## src/hdl/kprr_pkg.sv

```systemverilog
// Shared types and constants for the keypad press/repeat reporter.
package kprr_pkg;

    // Key index space covered by the two keymap registers.
    localparam int KEY_IDX_W = 4;
    localparam int TIME_W    = 32;
    localparam int CFG_IDX_W = 2;
    localparam int CFG_DATA_W = 64;

    // Configuration register indexes.
    localparam logic [CFG_IDX_W-1:0] CFG_DEBOUNCE    = 2'd0;
    localparam logic [CFG_IDX_W-1:0] CFG_REPEAT      = 2'd1;
    localparam logic [CFG_IDX_W-1:0] CFG_KEYMAP_LOW  = 2'd2;
    localparam logic [CFG_IDX_W-1:0] CFG_KEYMAP_HIGH = 2'd3;

    // Reset values.
    localparam logic [15:0] DEBOUNCE_RST    = 16'd50;
    localparam logic [15:0] REPEAT_RST      = 16'd500;
    localparam logic [63:0] KEYMAP_LOW_RST  = 64'h0000_0000_0706_0504;
    localparam logic [63:0] KEYMAP_HIGH_RST = 64'h0;

    typedef enum logic [1:0] {
        KIND_PRESS   = 2'd0,
        KIND_REPEAT  = 2'd1,
        KIND_RELEASE = 2'd2
    } t_kind;

    // Word carried from the front end to the back end.
    typedef struct packed {
        logic [KEY_IDX_W-1:0] key_idx;
        t_kind                kind;
    } t_qword;

endpackage

```

## src/hdl/kprr_front.sv

```systemverilog
// Front end: per-key state, debounce/repeat decision, event push.
module kprr_front #(
    parameter int ROWS = 2,
    parameter int COLS = 2
) (
    input  logic                              i_clk,
    input  logic                              i_rst_n,
    input  logic                              i_valid,
    output logic                              o_ready,
    input  logic [1:0]                        i_key_row,
    input  logic [1:0]                        i_key_col,
    input  logic                              i_pressed,
    input  logic [kprr_pkg::TIME_W-1:0]       i_now_ms,
    input  logic [15:0]                       i_debounce_ms,
    input  logic [15:0]                       i_repeat_ms,
    input  logic                              i_q_ready,
    output logic                              o_push,
    output kprr_pkg::t_qword                  o_word
);

    localparam int NKEYS = ROWS * COLS;
    localparam int IDX_W = (NKEYS > 1) ? $clog2(NKEYS) : 1;

    logic                           r_held [NKEYS];
    logic [kprr_pkg::TIME_W-1:0]    r_last [NKEYS];

    logic [kprr_pkg::KEY_IDX_W-1:0] w_key_idx;
    logic [IDX_W-1:0]               w_idx;
    logic                           w_in_range;
    logic                           w_held;
    logic [kprr_pkg::TIME_W-1:0]    w_elapsed;
    logic                           w_past_debounce;
    logic                           w_past_repeat;
    logic                           w_event;
    kprr_pkg::t_kind                w_kind;
    logic                           w_accept;

    assign w_key_idx  = kprr_pkg::KEY_IDX_W'(i_key_row) * kprr_pkg::KEY_IDX_W'(COLS)
                      + kprr_pkg::KEY_IDX_W'(i_key_col);
    assign w_idx      = w_key_idx[IDX_W-1:0];
    assign w_in_range = (3'(i_key_row) < 3'(ROWS)) && (3'(i_key_col) < 3'(COLS));

    assign w_held          = r_held[w_idx];
    assign w_elapsed       = i_now_ms - r_last[w_idx];
    assign w_past_debounce = w_elapsed > {16'd0, i_debounce_ms};
    assign w_past_repeat   = w_elapsed > {16'd0, i_repeat_ms};

    always_comb begin
        w_event = 1'b0;
        w_kind  = kprr_pkg::KIND_PRESS;
        if (i_pressed) begin
            if (!w_held) begin
                w_event = w_past_debounce;
                w_kind  = kprr_pkg::KIND_PRESS;
            end else begin
                w_event = w_past_repeat;
                w_kind  = kprr_pkg::KIND_REPEAT;
            end
        end else begin
            w_event = w_held;
            w_kind  = kprr_pkg::KIND_RELEASE;
        end
    end

    assign o_ready  = i_q_ready;
    assign w_accept = i_valid && i_q_ready;
    assign o_push   = w_accept && w_in_range && w_event;

    assign o_word.key_idx = w_key_idx;
    assign o_word.kind    = w_kind;

    always_ff @(posedge i_clk) begin
        if (!i_rst_n) begin
            for (int k = 0; k < NKEYS; k++) begin
                r_held[k] <= 1'b0;
                r_last[k] <= '0;
            end
        end else if (o_push) begin
            // release clears the flag but keeps the last event time
            r_held[w_idx] <= (w_kind != kprr_pkg::KIND_RELEASE);
            if (w_kind != kprr_pkg::KIND_RELEASE) begin
                r_last[w_idx] <= i_now_ms;
            end
        end
    end

endmodule

```

## src/hdl/kprr_queue.sv

```systemverilog
// Two-entry queue between the front end and the back end.
module kprr_queue (
    input  logic             i_clk,
    input  logic             i_rst_n,
    input  logic             i_push,
    input  kprr_pkg::t_qword i_word,
    output logic             o_ready,
    output logic             o_valid,
    input  logic             i_pop,
    output kprr_pkg::t_qword o_word
);

    kprr_pkg::t_qword r_mem [2];
    logic             r_wr_ptr;
    logic             r_rd_ptr;
    logic [1:0]       r_count;
    logic [1:0]       n_count;
    logic             w_push;
    logic             w_pop;

    assign o_ready = (r_count != 2'd2);
    assign o_valid = (r_count != 2'd0);
    assign o_word  = r_mem[r_rd_ptr];
    assign w_push  = i_push && o_ready;
    assign w_pop   = i_pop && o_valid;

    always_comb begin
        n_count = r_count;
        if (w_push && !w_pop) begin
            n_count = r_count + 2'd1;
        end else if (!w_push && w_pop) begin
            n_count = r_count - 2'd1;
        end
    end

    always_ff @(posedge i_clk) begin
        if (!i_rst_n) begin
            r_wr_ptr <= 1'b0;
            r_rd_ptr <= 1'b0;
            r_count  <= 2'd0;
        end else begin
            r_count <= n_count;
            if (w_push) begin
                r_wr_ptr <= ~r_wr_ptr;
            end
            if (w_pop) begin
                r_rd_ptr <= ~r_rd_ptr;
            end
        end
    end

    always_ff @(posedge i_clk) begin
        if (w_push) begin
            r_mem[r_wr_ptr] <= i_word;
        end
    end

endmodule

```

## src/hdl/kprr_back.sv

```systemverilog
// Back end: keycode lookup and output register.
module kprr_back (
    input  logic             i_clk,
    input  logic             i_rst_n,
    input  logic             i_q_valid,
    output logic             o_pop,
    input  kprr_pkg::t_qword i_word,
    input  logic [127:0]     i_keymap,
    output logic             o_valid,
    input  logic             i_ready,
    output logic [7:0]       o_keycode,
    output logic [1:0]       o_event_kind
);

    logic            r_valid;
    logic [7:0]      r_keycode;
    kprr_pkg::t_kind r_kind;
    logic [7:0]      w_code;

    assign o_pop  = i_q_valid && (!r_valid || i_ready);
    assign w_code = (i_word.kind == kprr_pkg::KIND_RELEASE) ? 8'd0
                  : i_keymap[{i_word.key_idx, 3'b000} +: 8];

    always_ff @(posedge i_clk) begin
        if (!i_rst_n) begin
            r_valid <= 1'b0;
        end else if (o_pop) begin
            r_valid <= 1'b1;
        end else if (i_ready) begin
            r_valid <= 1'b0;
        end
    end

    always_ff @(posedge i_clk) begin
        if (o_pop) begin
            r_keycode <= w_code;
            r_kind    <= i_word.kind;
        end
    end

    assign o_valid      = r_valid;
    assign o_keycode    = r_keycode;
    assign o_event_kind = r_kind;

endmodule

```

## src/hdl/keypad_press_repeat_reporter_core.sv

```systemverilog
// Top level of the keypad press/repeat reporter.
//
// Takes key sample words (row, column, pressed level, millisecond time) and
// emits zero or one report word per sample: an initial press once more than
// debounce_ms has passed since the key's last press or repeat, a repeat
// every time more than repeat_ms has passed while the key is held, and a
// release (keycode zero) when a held key lets go. Time differences wrap
// modulo 2^32. Samples for keys outside the ROWS x COLS matrix are dropped.
// Rate: one sample word per cycle while the queue has room. The per-key
// decision is one 32-bit subtract and compare against flip-flop state, so
// the next sample, even for the same key, sees the updated state in the
// following cycle. A report passes through the two-entry event queue, then
// the output register where the keycode is looked up. Output stalls back up
// into the queue; input ready drops only when the queue is full. The user
// must write configuration through the plain write port only while the
// block is idle; the block itself does not enforce this.
module keypad_press_repeat_reporter_core #(
    parameter int ROWS = 2,
    parameter int COLS = 2
) (
    input  logic                                 i_clk,
    input  logic                                 i_rst_n,
    // configuration
    input  logic                                 i_cfg_we,
    input  logic [kprr_pkg::CFG_IDX_W-1:0]       i_cfg_index,
    input  logic [kprr_pkg::CFG_DATA_W-1:0]      i_cfg_data,
    // sample input
    input  logic                                 i_in_valid,
    output logic                                 o_in_ready,
    input  logic [1:0]                           i_key_row,
    input  logic [1:0]                           i_key_col,
    input  logic                                 i_pressed,
    input  logic [kprr_pkg::TIME_W-1:0]          i_now_ms,
    // report output
    output logic                                 o_out_valid,
    input  logic                                 i_out_ready,
    output logic [7:0]                           o_keycode,
    output logic [1:0]                           o_event_kind
);

    // configuration registers
    logic [15:0] r_debounce_ms;
    logic [15:0] r_repeat_ms;
    logic [63:0] r_keymap_low;
    logic [63:0] r_keymap_high;

    always_ff @(posedge i_clk) begin
        if (!i_rst_n) begin
            r_debounce_ms <= kprr_pkg::DEBOUNCE_RST;
            r_repeat_ms   <= kprr_pkg::REPEAT_RST;
            r_keymap_low  <= kprr_pkg::KEYMAP_LOW_RST;
            r_keymap_high <= kprr_pkg::KEYMAP_HIGH_RST;
        end else if (i_cfg_we) begin
            unique case (i_cfg_index)
                kprr_pkg::CFG_DEBOUNCE:    r_debounce_ms <= i_cfg_data[15:0];
                kprr_pkg::CFG_REPEAT:      r_repeat_ms   <= i_cfg_data[15:0];
                kprr_pkg::CFG_KEYMAP_LOW:  r_keymap_low  <= i_cfg_data;
                kprr_pkg::CFG_KEYMAP_HIGH: r_keymap_high <= i_cfg_data;
                default: begin
                end
            endcase
        end
    end

    // front end -> queue
    logic             w_push;
    logic             w_q_ready;
    kprr_pkg::t_qword w_push_word;

    // queue -> back end
    logic             w_q_valid;
    logic             w_pop;
    kprr_pkg::t_qword w_head_word;

    kprr_front #(
        .ROWS (ROWS),
        .COLS (COLS)
    ) u_front (
        .i_clk         (i_clk),
        .i_rst_n       (i_rst_n),
        .i_valid       (i_in_valid),
        .o_ready       (o_in_ready),
        .i_key_row     (i_key_row),
        .i_key_col     (i_key_col),
        .i_pressed     (i_pressed),
        .i_now_ms      (i_now_ms),
        .i_debounce_ms (r_debounce_ms),
        .i_repeat_ms   (r_repeat_ms),
        .i_q_ready     (w_q_ready),
        .o_push        (w_push),
        .o_word        (w_push_word)
    );

    kprr_queue u_queue (
        .i_clk   (i_clk),
        .i_rst_n (i_rst_n),
        .i_push  (w_push),
        .i_word  (w_push_word),
        .o_ready (w_q_ready),
        .o_valid (w_q_valid),
        .i_pop   (w_pop),
        .o_word  (w_head_word)
    );

    // keymap bytes: key k sits in bits 8k+7..8k of {high, low}
    kprr_back u_back (
        .i_clk        (i_clk),
        .i_rst_n      (i_rst_n),
        .i_q_valid    (w_q_valid),
        .o_pop        (w_pop),
        .i_word       (w_head_word),
        .i_keymap     ({r_keymap_high, r_keymap_low}),
        .o_valid      (o_out_valid),
        .i_ready      (i_out_ready),
        .o_keycode    (o_keycode),
        .o_event_kind (o_event_kind)
    );

endmodule
```

## config.mk

```make
export PLATFORM = sky130hd
export DESIGN_NAME = keypad_press_repeat_reporter_core
export DESIGN_NICKNAME = d
export VERILOG_FILES = /design/src/hdl/kprr_pkg.sv /design/src/hdl/kprr_front.sv /design/src/hdl/kprr_queue.sv /design/src/hdl/kprr_back.sv /design/src/hdl/keypad_press_repeat_reporter_core.sv
export SDC_FILE = /design/constraint.sdc
export NUM_CORES = 1
export LEC_CHECK = 0
export ABC_AREA = 1
export BUFFER_PORTS_ARGS = -buffer_cell sky130_fd_sc_hd__buf_2
export CELL_PAD_IN_SITES_DETAIL_PLACEMENT = 0
export CELL_PAD_IN_SITES_GLOBAL_PLACEMENT = 2
export CORE_MARGIN = 5
export CORE_UTILIZATION = 29
export CTS_CLUSTER_SIZE = 28
export DETAILED_ROUTE_END_ITERATION = 16
export GPL_TIMING_DRIVEN = 0
export PLACE_DENSITY = 0.74
export SLEW_MARGIN = 25
export SYNTH_ARGS = -nofsm -noshare
export SYNTH_HDL_FRONTEND = slang
export SYNTH_SLANG_ARGS = --single-unit
```

## constraint.sdc

```tcl
create_clock -name i_clk -period 7.6 [get_ports i_clk]
set_input_delay 0.38 -clock i_clk [delete_from_list [all_inputs] [get_ports i_clk]]
set_output_delay 0.38 -clock i_clk [all_outputs]
set_load 0.02 [all_outputs]
```

== Word-level counts from Yosys, hierarchy flattened ==
Memories as Yosys holds them, arrays and structs flattened. A register that Yosys moved wholly into a read port is not among the register bits.
Index checks and enable logic that the tools add are counted.

* Shift-type cells: 1
* Bitwise operators: 2
* Mux-type cells: 26
* Add/subtract/negate cells: 4
* Equality and inequality tests: 6
* Reductions and logical operators: 23
* Magnitude comparators: 4

{| class="wikitable"
|+ Operators by type and width
! operator !! number
|-
| $shiftx 128x8->8 || 1
|-
| $gt 32x16->1 || 2
|-
| $mux 32 || 1
|-
| $reduce_or 32->1 || 1
|-
| $sub 32x32->32 || 1
|-
| $mux 1 || 20
|-
| $mux 2 || 5
|-
| $logic_and 1x1->1 || 9
|-
| $reduce_and 2->1 || 4
|-
| $eq 2x2->1 const B || 3
|-
| $reduce_bool 2->1 || 3
|-
| $add 3x2->4 || 1
|-
| $lt 2x2->1 const B || 2
|-
| $ne 2x2->1 const B || 2
|-
| $logic_not 1->1 || 3
|-
| $add 2x1->2 const B || 1
|-
| $eq 2x1->1 const B || 1
|-
| $logic_not 2->1 || 1
|-
| $not 1->1 || 2
|-
| $sub 2x1->2 const B || 1
|-
| $logic_or 1x1->1 || 1
|-
| $reduce_or 1->1 || 1
|}

* Register bits after elaboration: 175
* Bits in writable memories: 144
* Output and inout port bits: 12
* Input bits: 108
* Word-level logic and storage cells: 79
* Memories kept: 3

{| class="wikitable"
|+ Memories
! name !! words !! bits a word !! read ports !! clocked after memory_dff !! wr ports !! RTL line !! text
|-
| u_front.r_last || 4 || 32 || 1 || 0 || 4 || kprr_front.sv:25 || <nowiki>logic [kprr_pkg::TIME_W-1:0] r_last [NKEYS];</nowiki>
|-
| u_queue.r_mem || 2 || 6 || 1 || 1 || 1 || kprr_queue.sv:13 || <nowiki>kprr_pkg::t_qword r_mem [2];</nowiki>
|-
| u_front.r_held || 4 || 1 || 1 || 0 || 4 || kprr_front.sv:24 || <nowiki>logic r_held [NKEYS];</nowiki>
|}

== Longest topological paths before layout ==
An unclocked memory read counts as a cell.

* Depth after elaboration: 12
* Gate-level depth with buffers: 34
* Mapped depth without buffers: 33

== Cells and area by module ==
Synthesis repeated with hierarchy kept, for this count alone.

* Cell total of the unflattened synthesis: 2583
* Area total of the unflattened synthesis: 18073.6 sq um

{| class="wikitable"
|+ By module, submodules not included
! module !! seq. area each (sq um) !! area an instance (sq um) !! instances !! cells each
|-
| kprr_front || 3933.8 || 9006.1 || 1 || 1146
|-
| keypad_press_repeat_reporter_core || 3203.1 || 6453.7 || 1 || 991
|-
| kprr_back || 320.3 || 1921.8 || 1 || 390
|-
| kprr_queue || 460.4 || 691.9 || 1 || 56
|}

== Worst setup path before layout ==
OpenSTA, ideal clock, no wires.

* Path kind: input-to-reg
* Start: input i_key_row[0]
* End: memory u_front.r_last[3][0] in the netlist's numbering, enable pin
* Arrival: 5531 ps
* Path buffers: 2
* Setup time: 432 ps
* Data required time: 7168 ps
* Stages on the path: 27
* Slack: 1637 ps
* Cell sequence: ha_1 nand2_1 clkbuf_1 clkbuf_1 o221ai_1 ha_1 nand2_1 nand3_1 nand2_1 nand3_1 nand2_1 nand2_1 xor2_1 ha_1 nand4_1 nor2_1 nand3_1 nand2_1 o21bai_1 nand2_1 inv_1 nand3_1 nor2_1 nand3_2 nand4_1 nor2_1 a21oi_1

{| class="wikitable"
|+ RTL lines
! element !! RTL line !! text
|-
| start, declared || keypad_press_repeat_reporter_core.sv:30 || <nowiki>input logic [1:0] i_key_row,</nowiki>
|-
| end, declared || kprr_front.sv:25 ||
|}

==> parameters.txt <==
Parameter                              Value

Outcome
  Outcome    finished clean

Setup path
  Kind of cell adding the most delay to the critical path    simple AND/OR/NAND/NOR gates
  Endpoint required time on the critical path    7840 ps
  Endpoint class of the critical path    register
  Critical path class    in2reg
  Arrival time of the worst setup path    around 6500 ps
  CP max stage cell    sky130_fd_sc_hd__a21oi_4
  Type of origin of the critical path    input pin
  Delay of the slowest cell on the worst path    520 ps
  Crit Path Max Fanout    13
  Setup slack of the worst register-to-register path    2430 ps
  Most frequent cell on the critical path    sky130_fd_sc_hd__nand2_1
  Worst Path Buf+Inv    8

Clock network
  Number of buffers added for setup after CTS    0
  Largest buffer count on any clock path    3
  Library cell used as clock root buffer    sky130_fd_sc_hd__clkbuf_16
  Num CTS Buffers    39
  TritonCTS sink count    320
  Hold buffer count at cts    0
  Clock latency of the later-clocked register in the worst-skew pair    560 ps
  Number of resized instances in the post-cts repair step    0
  Depth of the CTS H-tree    2
  Register clock-pin slew on the reported worst setup and hold paths    60 ps
  CTS tree    yes

Final layout
  Layout cell share with drive strength beyond 1    0.0950
  Net count of the finished layout    2452
  Layout Area Growth over Synthesis    17.7%
  Diodes inserted    0
  Final standard cell count with taps included and fillers excluded    3061

Timing
  Remaining max-slew budget at the tightest pin    0.357
  Worst-Margin Slew    961 ps
  F_max    159 MHz
  Clock tree skew after final layout    34.5 ps
  Final hold violation count    0
  Post-Route Hold Slack    61.9 ps
  Post-route clock period utilization    0.826
  Setup violations, final    0
  Unrepaired setup endpoints after global routing    no
  Number of slew-limit violations in the final report    0
  Final period demand of the worst path    6280 ps

Power and ir drop
  Leakage component of the power    approximately 0.0084 uW
  Maximum ir drop on the vdd rail    0.000155 V
  Total design power    5330 uW
  Power Density    275 mW/mm2

Route
  Via count normalized by instance count    between 4 and 5
  Number of detailed-routing iterations run before antenna repair    5
  Post-DR wirelength/cell    around 19 um
  ANT nets after route    0
  Total number of vias    14500
  Iter 0 DRT Violations    approximately 820
  Sum of routed wire length over all layers    approximately 57000 um
  Remaining DRCs    0

Global routing
  Remaining Overflow, GRT    0
  Antenna violations before repair    0
  Total global routing track utilization    0.183
  Maximum number of pins on one net before global-route repair    23
  Via count of the first global-routing pass    ~14000
  First-pass GRT wire length    86000 um

Die
  Die area    0.0616 mm2
  Vertical extent of the die    248 um
  Placeable core area    0.0563 mm2
  Die boundary width    248 um
  Initial Util    0.292
  IO Count    120
  Count of standard-cell rows    87

Yosys
  Most numerous cell types in the synthesized netlist    sky130_fd_sc_hd__nand2_1, sky130_fd_sc_hd__nor2_1, sky130_fd_sc_hd__inv_1
  Synth Flop Type    sky130_fd_sc_hd__dfxtp_1
  Avg Inst Size Synth    between 7 and 8 um2
  Cell area after synthesis    0.0164 mm2
  Most area-consuming cells after synthesis    sky130_fd_sc_hd__edfxtp_1, sky130_fd_sc_hd__dfxtp_1, sky130_fd_sc_hd__nand2_1
  #FFs+latches synth    320
  Post-synth EDFFs    151
  Seq/Total Area, Yosys    0.481
  Post-Syn Nets    2287
  Yosys top cell area share    0.276
  Unique masters post-synth    35
  Async S/R FF share, synth    0
  Dominant cell by count in the synthesized netlist    sky130_fd_sc_hd__nand2_1
  Synth Instances    2110
  Post-synthesis cell type with the largest combined area    sky130_fd_sc_hd__edfxtp_1
  Yosys synthesis warning count    0

Place
  Post-DP HPWL    45000 um
  Last weighted congestion value of the routability-driven placer    0.929
  Inst Count DP    2990
  Number of I/O port buffers    between 100 and 150

Hold path
  Type of the most critical hold path    in2reg

Run
  Max-cap violation count    0
[cells in the final DEF (no fill, tap or decap), drive strengths merged]
master,n
a31oi,1
nand2,393
a21oi,180
clkbuf,139
xnor2,1
buf,140
o221ai,36
inv,296
bufinv,2
nor2,300
nand3,101
nor3,3
o21bai,8
o21ai,226
o21a,4
clkinv,18
ha,68
nand3b,2
clkinvlp,2
or2,3
o22ai,7
nand4,13
xor2,15
dfxtp,169
o211ai,25
a21o,1
fa,1
edfxtp,151
[flip-flops by register name, summed over array words and instances, names as in the netlist, named ones only]
signal	cells
u_queue.r_rd_ptr	1
r_repeat_ms	16
u_back.o_valid	1
u_front.r_last	128
r_keymap_high	64
u_queue.r_mem	12
u_front.r_held	4
r_keymap_low	64
u_queue.r_count	2
u_back.o_keycode	8
u_queue.r_wr_ptr	1
u_back.o_event_kind	2
r_debounce_ms	16
[cell families (layout without fill, tap and decap cells)]
group	after synthesis	after routing	share of synthesized area
xor+xnor	16	16	0.00852
compound gates	488	488	0.163
fa+ha+maj	69	69	0.0530
buf+inv	402	597	0.0940
simple gates	815	815	0.200
flops	320	320	0.481
[final cells by class]
cell class,count,area (um2)
plain buffers,103,423
clock buffers,52,1050
clock inverters,19,181
fillers,6089,36900
inverters,299,1120
multi-input cells,1388,7000
flip-flops and latches,320,7920
well taps,756,946
repair buffers,124,698
[metal layers]
metal	track usage	part of all wire	vias to the layer above
li1	-	-	7288
met1	0.236	0.44	6742
met2	0.319	0.48	368
met3	0.0235	0.044	99
met4	0.0587	0.031	0
met5	0	0	-
[metrics by stage]
stage / setup WS [ps] / instance area (um2) / TNS (ps) / utilization
6_report: 1320 / 19300 / 0 / 0.344
3_3_place_gp: -1440 / 18000 / -50800 / 0.320
3_5_place_dp: 685 / 18100 / 0 / 0.322
4_1_cts: 1240 / 19300 / 0 / 0.344
5_1_grt: 833 / 19300 / 0 / 0.344
2_1_floorplan: 1640 / 16400 / 0 / -
[worst paths after layout]
| path | end | start | cells after the start |
|---|---|---|---|
| max | u_front.r_last[3][12]$_DFFE_PP_ | i_key_row[0] | 31 |
| min | r_keymap_low[20]$_SDFFE_PN0P_ | i_cfg_data[20] | 3 |
| max reg2reg | u_front.r_last[3][12]$_DFFE_PP_ | u_front.r_last[1][0]$_SDFFCE_PN0P_ | 27 |
| min reg2reg | r_keymap_high[54]$_SDFFE_PN0P_ | r_keymap_high[54]$_SDFFE_PN0P_ | 2 |
[worst reg2reg max path, stage by stage, from the launching register on]
cell and delay, ps:
sky130_fd_sc_hd__edfxtp_1 370, sky130_fd_sc_hd__a21oi_1 150, sky130_fd_sc_hd__a21oi_1 110, sky130_fd_sc_hd__ha_1 220, sky130_fd_sc_hd__fa_1 420, sky130_fd_sc_hd__inv_1 130
sky130_fd_sc_hd__nand3_1 80, sky130_fd_sc_hd__nand3_1 200, sky130_fd_sc_hd__nand3_1 110, sky130_fd_sc_hd__nand3_1 210, sky130_fd_sc_hd__xor2_1 150, sky130_fd_sc_hd__ha_1 300
sky130_fd_sc_hd__nand4_1 180, sky130_fd_sc_hd__nor2_1 240, sky130_fd_sc_hd__nand2_1 80, sky130_fd_sc_hd__nor2_1 110, sky130_fd_sc_hd__o21bai_1 80, sky130_fd_sc_hd__nand2_1 60
sky130_fd_sc_hd__inv_1 60, sky130_fd_sc_hd__nand3_1 80, sky130_fd_sc_hd__nor2_1 60, sky130_fd_sc_hd__nand3_2 100, sky130_fd_sc_hd__nand2_1 180, sky130_fd_sc_hd__inv_2 180
sky130_fd_sc_hd__nand3_1 140, sky130_fd_sc_hd__a21oi_4 520, sky130_fd_sc_hd__buf_16 230, sky130_fd_sc_hd__buf_8 170
[where the power goes]
part / leakage (uW) / internal (uW) / switching, uW
clock: 0.000596 / 1050 / 745
combinational: 0.00492 / 462 / 1090
sequential: 0.00292 / 1940 / 41.1
total: 0.00844 / 3450 / 1880
Note: power is estimated with default switching activity, not from simulation.
